File: src/ffba_pkg.sv
`default_nettype none

package ffba_pkg;

  localparam int unsigned MEM_BLOCKS_DEF = 1024;
  localparam int unsigned COUNT_W        = 11;
  localparam int unsigned START_W        = 10;

  localparam logic [COUNT_W-1:0] RESERVED_RESET = COUNT_W'(64);

  typedef enum logic {
    OP_ALLOC = 1'b0,
    OP_FREE  = 1'b1
  } op_e;

  typedef enum logic [2:0] {
    ST_CLEAR,
    ST_IDLE,
    ST_SCAN,
    ST_WRITE,
    ST_DONE
  } state_e;

  typedef struct packed {
    op_e                op;
    logic [COUNT_W-1:0] block_count;
    logic [START_W-1:0] free_start;
  } req_t;

  typedef struct packed {
    logic [START_W-1:0] start_block;
    logic               failed;
  } rsp_t;

endpackage

`default_nettype wire

File: src/ffba_engine.sv
`default_nettype none

module ffba_engine import ffba_pkg::*; #(
  parameter int unsigned MEM_BLOCKS = MEM_BLOCKS_DEF
) (
  input  wire logic               clk_i,
  input  wire logic               rst_ni,
  input  wire logic [COUNT_W-1:0] reserved_i,
  input  wire logic               req_valid_i,
  output logic                    req_ready_o,
  input  wire req_t               req_i,
  output logic                    res_valid_o,
  input  wire logic               res_ready_i,
  output rsp_t                    res_o
);

  localparam int unsigned IDX_W  = $clog2(MEM_BLOCKS);
  localparam int unsigned CNT_W  = $clog2(MEM_BLOCKS + 1);
  localparam int unsigned WIDE_W = (CNT_W > 12) ? CNT_W : 12;

  state_e             state_q, state_d;
  logic [CNT_W-1:0]   rd_idx_q, rd_idx_d;
  logic               pend_q, pend_d;
  logic [IDX_W-1:0]   pend_idx_q, pend_idx_d;
  logic [COUNT_W-1:0] run_q, run_d;
  logic [COUNT_W-1:0] cnt_q, cnt_d;
  logic [CNT_W-1:0]   limit_q, limit_d;
  logic [CNT_W-1:0]   wr_idx_q, wr_idx_d;
  logic [CNT_W-1:0]   wr_end_q, wr_end_d;
  logic               wr_val_q, wr_val_d;
  rsp_t               res_q, res_d;

  logic               map_mem [MEM_BLOCKS];
  logic               rdata_q;
  logic               mem_we, mem_re;

  logic [WIDE_W-1:0]  wide_res, wide_lim, wide_cnt, wide_first, wide_fend, wide_clip;
  logic               alloc_ok, free_any;
  logic [CNT_W-1:0]   found_end, found_start;

  assign mem_we = (state_q == ST_CLEAR) || (state_q == ST_WRITE);
  assign mem_re = (state_q == ST_SCAN) && (rd_idx_q < limit_q);

  always_ff @(posedge clk_i) begin
    if (mem_we) begin
      map_mem[wr_idx_q[IDX_W-1:0]] <= wr_val_q;
    end
    if (mem_re) begin
      rdata_q <= map_mem[rd_idx_q[IDX_W-1:0]];
    end
  end

  always_comb begin
    wide_res   = WIDE_W'(reserved_i);
    wide_lim   = (wide_res >= WIDE_W'(MEM_BLOCKS)) ? '0 : WIDE_W'(MEM_BLOCKS) - wide_res;
    wide_cnt   = WIDE_W'(req_i.block_count);
    wide_first = WIDE_W'(req_i.free_start);
    wide_fend  = wide_first + wide_cnt;
    wide_clip  = (wide_fend > WIDE_W'(MEM_BLOCKS)) ? WIDE_W'(MEM_BLOCKS) : wide_fend;
    alloc_ok   = (wide_cnt != '0) && (wide_cnt <= wide_lim);
    free_any   = wide_first < wide_clip;
    found_end   = CNT_W'(pend_idx_q) + CNT_W'(1);
    found_start = found_end - CNT_W'(cnt_q);
  end

  always_ff @(posedge clk_i or negedge rst_ni) begin
    if (!rst_ni) begin
      state_q  <= ST_CLEAR;
      rd_idx_q <= '0;
      pend_q   <= 1'b0;
      run_q    <= '0;
      wr_idx_q <= '0;
      wr_end_q <= '0;
      wr_val_q <= 1'b0;
    end else begin
      state_q  <= state_d;
      rd_idx_q <= rd_idx_d;
      pend_q   <= pend_d;
      run_q    <= run_d;
      wr_idx_q <= wr_idx_d;
      wr_end_q <= wr_end_d;
      wr_val_q <= wr_val_d;
    end
  end

  always_ff @(posedge clk_i) begin
    pend_idx_q <= pend_idx_d;
    cnt_q      <= cnt_d;
    limit_q    <= limit_d;
    res_q      <= res_d;
  end

  always_comb begin
    state_d     = state_q;
    rd_idx_d    = rd_idx_q;
    pend_d      = pend_q;
    pend_idx_d  = pend_idx_q;
    run_d       = run_q;
    cnt_d       = cnt_q;
    limit_d     = limit_q;
    wr_idx_d    = wr_idx_q;
    wr_end_d    = wr_end_q;
    wr_val_d    = wr_val_q;
    res_d       = res_q;
    req_ready_o = 1'b0;
    res_valid_o = 1'b0;

    case (state_q)
      ST_CLEAR: begin
        wr_idx_d = wr_idx_q + CNT_W'(1);
        if (wr_idx_q == CNT_W'(MEM_BLOCKS - 1)) begin
          state_d = ST_IDLE;
        end
      end

      ST_IDLE: begin
        req_ready_o = 1'b1;
        if (req_valid_i) begin
          if (req_i.op == OP_FREE) begin
            res_d = '{start_block: '0, failed: 1'b0};
            if (free_any) begin
              wr_idx_d = CNT_W'(wide_first);
              wr_end_d = CNT_W'(wide_clip);
              wr_val_d = 1'b0;
              state_d  = ST_WRITE;
            end else begin
              state_d = ST_DONE;
            end
          end else if (alloc_ok) begin
            cnt_d    = req_i.block_count;
            limit_d  = CNT_W'(wide_lim);
            rd_idx_d = '0;
            pend_d   = 1'b0;
            run_d    = '0;
            state_d  = ST_SCAN;
          end else begin
            res_d   = '{start_block: '0, failed: 1'b1};
            state_d = ST_DONE;
          end
        end
      end

      ST_SCAN: begin
        pend_d     = mem_re;
        pend_idx_d = rd_idx_q[IDX_W-1:0];
        if (mem_re) begin
          rd_idx_d = rd_idx_q + CNT_W'(1);
        end
        if (pend_q) begin
          if (!rdata_q) begin
            if (run_q + COUNT_W'(1) == cnt_q) begin
              wr_idx_d = found_start;
              wr_end_d = found_end;
              wr_val_d = 1'b1;
              res_d    = '{start_block: START_W'(found_start), failed: 1'b0};
              pend_d   = 1'b0;
              state_d  = ST_WRITE;
            end else begin
              run_d = run_q + COUNT_W'(1);
            end
          end else begin
            run_d = '0;
          end
        end else if (!mem_re) begin
          res_d   = '{start_block: '0, failed: 1'b1};
          state_d = ST_DONE;
        end
      end

      ST_WRITE: begin
        wr_idx_d = wr_idx_q + CNT_W'(1);
        if (wr_idx_q + CNT_W'(1) == wr_end_q) begin
          state_d = ST_DONE;
        end
      end

      ST_DONE: begin
        res_valid_o = 1'b1;
        if (res_ready_i) begin
          state_d = ST_IDLE;
        end
      end

      default: begin
        state_d = ST_IDLE;
      end
    endcase
  end

  assign res_o = res_q;

  a_no_rw_overlap: assert property (@(posedge clk_i) disable iff (!rst_ni)
    mem_we |-> !mem_re)
    else $error("Map read and write in the same cycle.");

  a_run_below_count: assert property (@(posedge clk_i) disable iff (!rst_ni)
    (state_q == ST_SCAN) |-> (run_q < cnt_q))
    else $error("Free run reached the request size without being taken.");

  a_write_in_range: assert property (@(posedge clk_i) disable iff (!rst_ni)
    (state_q == ST_WRITE) |-> (wr_idx_q < wr_end_q))
    else $error("Write pointer ran past the end of the run.");

  a_mark_below_reserved: assert property (@(posedge clk_i) disable iff (!rst_ni)
    (state_q == ST_WRITE && wr_val_q) |-> (wr_end_q <= limit_q))
    else $error("Allocation reached into the reserved area.");

  a_accept_leaves_idle: assert property (@(posedge clk_i) disable iff (!rst_ni)
    (req_valid_i && req_ready_o) |=> (state_q != ST_IDLE))
    else $error("Accepted word did not start any work.");

endmodule

`default_nettype wire
File: config.mk
export PLATFORM = sky130hd
export DESIGN_NAME = ffba_engine
export DESIGN_NICKNAME = d
export VERILOG_FILES = /design/src/ffba_pkg.sv /design/src/ffba_engine.sv
export SDC_FILE = /design/constraint.sdc
export NUM_CORES = 2
export LEC_CHECK = 0
export BUFFER_PORTS_ARGS = -buffer_cell sky130_fd_sc_hd__buf_2
export CAP_MARGIN = 10
export CORE_ASPECT_RATIO = 1.2
export CORE_MARGIN = 5
export CORE_UTILIZATION = 30
export CTS_CLUSTER_DIAMETER = 200
export CTS_CLUSTER_SIZE = 24
export DETAILED_ROUTE_END_ITERATION = 10
export PLACE_DENSITY = 0.45
export SLEW_MARGIN = 15
export SYNTH_ARGS = -nofsm -noshare
export SYNTH_HDL_FRONTEND = slang
export SYNTH_SLANG_ARGS = --single-unit
export TNS_END_PERCENT = 50
File: constraint.sdc
create_clock -name clk_i -period 18.25 [get_ports clk_i]
set_input_delay 2.7375 -clock clk_i [delete_from_list [all_inputs] [get_ports clk_i]]
set_output_delay 2.7375 -clock clk_i [all_outputs]
set_load 0.03 [all_outputs]
## Word-level counts from Yosys, hierarchy flattened

Memory sizes are Yosys's and may differ from the RTL's. A register that Yosys moved wholly into a read port is not among the register bits.
Index checks and enable logic that the tools add are counted.

| operators by class | value |
|---|---|
| add/subtract/negate cells | 7 |
| order comparisons | 5 |
| eq/ne operators | 24 |
| muxes and demuxes | 63 |
| bitwise logic cells | 1 |
| reduce and logical (&&, ||, !) cells | 16 |

Operators by type and width:

| operator | count |
|---|---|
| $mux W11 | 26 |
| $pmux W11 S2 | 4 |
| $add A11 B1 Y11 const B | 3 |
| $mux W3 | 11 |
| $pmux W11 S3 | 1 |
| $mux W12 | 2 |
| $eq A11 B11 Y1 | 2 |
| $reduce_and A7 Y1 | 3 |
| $ne A2 B2 Y1 const B | 9 |
| $mux W1 | 16 |
| $pmux W3 S5 | 1 |
| $add A10 B11 Y12 | 1 |
| $gt A12 B11 Y1 const B | 1 |
| $le A11 B12 Y1 | 1 |
| $lt A10 B12 Y1 | 1 |
| $ne A3 B3 Y1 const B | 4 |
| $reduce_and A6 Y1 | 2 |
| $sub A11 B11 Y12 const A | 1 |
| $add A10 B1 Y11 const B | 1 |
| $eq A11 B10 Y1 const B | 1 |
| $ge A11 B11 Y1 const B | 1 |
| $lt A11 B11 Y1 | 1 |
| $reduce_bool A11 Y1 | 1 |
| $sub A11 B11 Y11 | 1 |
| 15 further kinds | 21 |

| storage, ports and cells | value |
|---|---|
| register bits | 92 |
| memory bits (writable) | 1,024 |
| input port bits | 37 |
| output and inout bits | 13 |
| logic and storage cells | 129 |
| memories kept | 1 |

Memory list:

| name | depth | bits a word | read ports | clocked after memory_dff | wr ports | RTL line | source |
|---|---|---|---|---|---|---|---|
| map_mem | 1,024 | 1 | 1 | 1 | 1 | ffba_engine.sv:33 | `logic map_mem [MEM_BLOCKS];` |

## Logic depth before layout (Yosys ltp)

| depth | value |
|---|---|
| depth after elaboration | 8 |
| depth in mapped cells | 21 |
| mapped depth without buffers | 20 |

## Worst setup path after synthesis

No wires, ideal clock.

| timing | value |
|---|---|
| path kind | reg-to-reg |
| start | register wr_val_q |
| end | memory map_mem[0], data pin |
| library setup time | 2.607 ns |
| data arrival time | 11.827 ns |
| data required time | 15.643 ns |
| slack | 3.817 ns |
| stages on the path, launching flop included | 1 |
| path buffers | 0 |
| period minus slack after synthesis | 14.433 ns |
| cell sequence | dfrtp_1 |

RTL lines:

| element | RTL line | source |
|---|---|---|
| start: declaration | ffba_engine.sv:30 | `logic wr_val_q, wr_val_d;` |
| start signal: assignment | ffba_engine.sv:82 | `wr_val_q <= wr_val_d;` |
| end: declaration | ffba_engine.sv:33 |  |

No word-level cell before the write port.

## Worst setup path after layout

| timing | value |
|---|---|
| start | input req_i[0] (netlist name) |
| end | register state_q[0] |

| between the ends | value |
|---|---|
| word-level cells in the longest chain between the ends | 8 |

Ends and longest elaborated chain:

| element | RTL line | source |
|---|---|---|
| start: declaration | ffba_engine.sv:11 | `input wire req_t req_i,` |
| $add A10 B11 Y12 | ffba_engine.sv:58 | `wide_fend = wide_first + wide_cnt;` |
| $gt A12 B11 Y1 | ffba_engine.sv:59 | `wide_clip = (wide_fend > WIDE_W'(MEM_BLOCKS)) ? WIDE_W'(MEM_BLOCKS) : wide_fend;` |
| $mux W12 | ffba_engine.sv:59 |  |
| $lt A10 B12 Y1 (*) | ffba_engine.sv:61 | `free_any = wide_first < wide_clip;` |
| $mux W3 (*) | ffba_engine.sv:121 | `if (free_any) begin` |
| $mux W3 (*) | ffba_engine.sv:119 | `if (req_i.op == OP_FREE) begin` |
| $mux W3 (*) | ffba_engine.sv:118 | `if (req_valid_i) begin` |
| $pmux W3 S5 (*) | ffba_engine.sv:108 | `case (state_q)` |
| end signal: assignment | ffba_engine.sv:76 | `state_q <= state_d;` |
| end: declaration | ffba_engine.sv:21 | `state_e state_q, state_d;` |

Mark *: on every way between the ends. The rest lies on a longest branch, timed or not. The select of a mux whose other input is x is not followed.
A chain may end at the register's enable or synchronous reset.

==> impl_results.md <==
- CTS tree: built
- Syn Nets: 3,853
- Pre-CTS setup slack: 10.46 ns
- Met1 Use GR: 21.7%
- Mapped cell area: 51,200 sq um
- Final #Nets: 3,702
- Largest area contributor in the netlist: edfxtp_1
- Fin Clk Skew: 0.0559 ns
- CTS resizes: 0
- Synth top area share: 62.7%
- CTS root buf: clkbuf_16
- I/O Buffers: 49
- Htree depth: 2
- Detailed-route wire length per cell: 26.6 um
- Core ar.: 170,000 sq um
- Syn Area/Cell: 13.6 sq um
- Clock latency on the worst-skew pair: 0.69 ns
- Largest family of logic cells by synthesized area: multiplexers
- Status: complete, no violations
- Area Growth Syn to Fin: 7.70%
- First-pass GRT wire length: 226,000 um
- Post-synthesis cell type count: 80
- Post-Synth XOR/XNOR Area: 1.24%
- Slew Limit Fails: 0
- Leakage power: 0.0164 uW
- Worst Setup Start Kind: input port
- ANT nets after route: 0
- Clock sinks: 1,117
- Register clock-pin slew on the reported worst setup and hold paths: 0.11 ns
- Synth Register Bits: 1,117
- Synth cell count leaders: 1,101 x nor2_1, 1,068 x edfxtp_1, 262 x mux4_2
- Maximum VDD drop: 0.0000796 V
- Post-synth EDFFs: 1,068
- Power Density: 121 nW/um^2
- Placed Cells: 5,819
- DP HPWL: 84,700 um
- Hold Slack: 0.512 ns
- Max-Cap Viols: 0
- Pre-antenna DRT Iters: 7
- Yosys warnings: 0
- Routed wire length: 157,000 um
- Largest net degree at the start of global routing: 127
- Setup crit end kind: flip-flop
- Reg area: 33,300 sq um
- Non-filler instance count after layout: 5,896
- GPL Wtd Cong: 0.817
- Via/cell ratio: 5.18
- Number of top-level pins: 50
- Synth top area cells: edfxtp_1 63%, mux4_2 12%, nor2_1 8.1%, dfrtp_1 2.4%, clkbuf_1 1.8%
- Drt drc: 0
- Setup TNS: 0 ns
- RSZ-0062 raised after global routing: false
- Fillers: 16,900
- GR Util met3: 1.43%
- Synth Area in Adders: 1.50%
- WP data arrival: 7.45 ns
- Die area: 179,000 sq um
- Initial Utilization: 30.1%
- Antenna violations before repair: 1
- Worst-margin pin slew: 1.22 ns
- Routed via count: 30,500
- Row Count: 166
- Area of the multi-input gates: 16,500 sq um
- Critical path class: in2reg
- Post-synthesis compound-gate area fraction: 4.28%
- Crit-path max FO: 5
- Post-synthesis sequential area ratio: 65.1%
- FMAX: 146 MHz
- Simple-gate area share of the yosys netlist: 12.1%
- GRT Total Usage: 17.0%
- Global routing usage on met2: 31.2%
- Vias in the first global route: 30,900
- Post-CTS Setup Repair Bufs: 0
- Max transition margin: 18.3%
- Remaining global-route overflow: 0
- Initial drt markers: 2,683
- Bufs on Longest Clock Path: 3
- Layout cell share with drive strength beyond 1: 14.6%
- Horiz. Die Dim: 387 um
- Mapped Cells: 3,756
- Top FF cell, synth: edfxtp_1
- TritonCTS buffer count: 52
- Most frequent cell after synthesis: nor2_1
- Mux contribution to synthesized area: 12.7%
- Period utilization: 37.6%
- Die Ht: 462 um
- Final Hold Vio Count: 0
- Setup-failing EPs final: 0
- Minimum clock period: 6.87 ns
- Worst hold path type: reg2reg
- Grt peak-use layer: met2
- CP Data Required Time: 18.83 ns
- Ys async rst share: 4.39%
- Final WS setup: 11.38 ns
- # hold bufs at CTS: 0
-- critical path, cell delays in order --
cell	delay, ns
buf_2	0.12
ha_1	0.17
inv_1	0.05
fa_1	0.43
nor2b_4	0.14
o2111a_2	0.23
nor3_2	0.06
xnor2_1	0.15
or4_1	0.54
or4_1	0.46
nand2_2	0.15
nand2b_2	0.09
ha_1	0.27
a21boi_0	0.16
o21ai_0	0.10
a21oi_1	0.19
o22ai_1	0.15
o21ai_0	0.60
or4b_1	0.49
o21ai_0	0.08
nor3_1	0.07
-- sequential cells by signal (all words and copies together), names as in the netlist, 3 cells and up --
| signal | count |
|---|---|
| map_mem | 1024 |
| state_q | 3 |
| rd_idx_q | 11 |
| wr_end_q | 11 |
| wr_idx_q | 11 |
| limit_q | 11 |
| run_q | 11 |
| res_o | 11 |
| cnt_q | 11 |
| pend_idx_q | 10 |
-- layout make-up --
cell class,count,share of cell area [%]
inverter,57,0.388
tap,2268,5.15
clock inverter,1,0.0295
multi-input combinational,2253,29.9
antenna,1,0.00454
clock buffer,75,2.56
timing repair buffer,124,1.51
sequential,1117,60.4
-- metal layers --
| layer | up-vias | wire length (um) |
|---|---|---|
| met5 | - | 0 |
| met3 | 143 | 5310 |
| li1 | 13400 | - |
| met1 | 16300 | 65600 |
| met2 | 669 | 81600 |
| met4 | 0 | 4180 |
-- path summary, 6_finish.rpt --
| check | slack [ns] | cells after the start | endpoint | from |
|---|---|---|---|---|
| max | 11.38 | 21 | state_q[0] | req_i[0] |
| min | 0.51 | 1 | run_q[10] | run_q[10] |
| max reg2reg | 13.20 | 10 | rdata_q | rd_idx_q[0] |
| min reg2reg | 0.51 | 1 | run_q[10] | run_q[10] |
| max in group asynchronous | 15.46 | 2 | rd_idx_q[2] | rst_ni |
| min in group asynchronous | 2.16 | 2 | wr_idx_q[0] | rst_ni |
-- cells by family (layout without fill, tap and decap cells) --
family          Yosys count  count (layout)
simple gates           1478            1478
flops                  1117            1117
buf+inv                 386             257
mux                     323             323
compound gates          321             321
xor+xnor                 71              71
fa+ha+maj                60              60
other cells               0               1
-- cells in the final DEF (no fill, tap or decap), types with 51 or more instances in the layout --
cell type  Yosys  final
clkbuf_16      0     53
a21oi_1       65     65
inv_1         57     57
ha_1          58     58
mux2i_1       51     51
nor2_1      1101   1100
nand2_1      117     98
buf_4         15     73
mux4_2       262    262
o21ai_0       60     60
edfxtp_1    1068   1068
-- per-stage QoR --
stage / utilization, % / area (sq um) / total power [uW]
4_1_cts: 32.4 / 55100 / 6780
2_1_floorplan: - / 51200 / 4620
3_3_place_gp: 31.5 / 53600 / 5430
6_report: 32.4 / 55100 / 6690
5_1_grt: 32.4 / 55100 / 6980
3_5_place_dp: 31.5 / 53700 / 5420
-- power by group --
group          leakage, uW  internal, uW  total, uW  switching, uW
registers           0.0105          2900       3030            134
logic              0.00517           844       2290           1450
clock network     0.000686           540       1370            825
No activity file was read; power rests on OpenSTA's default activity.
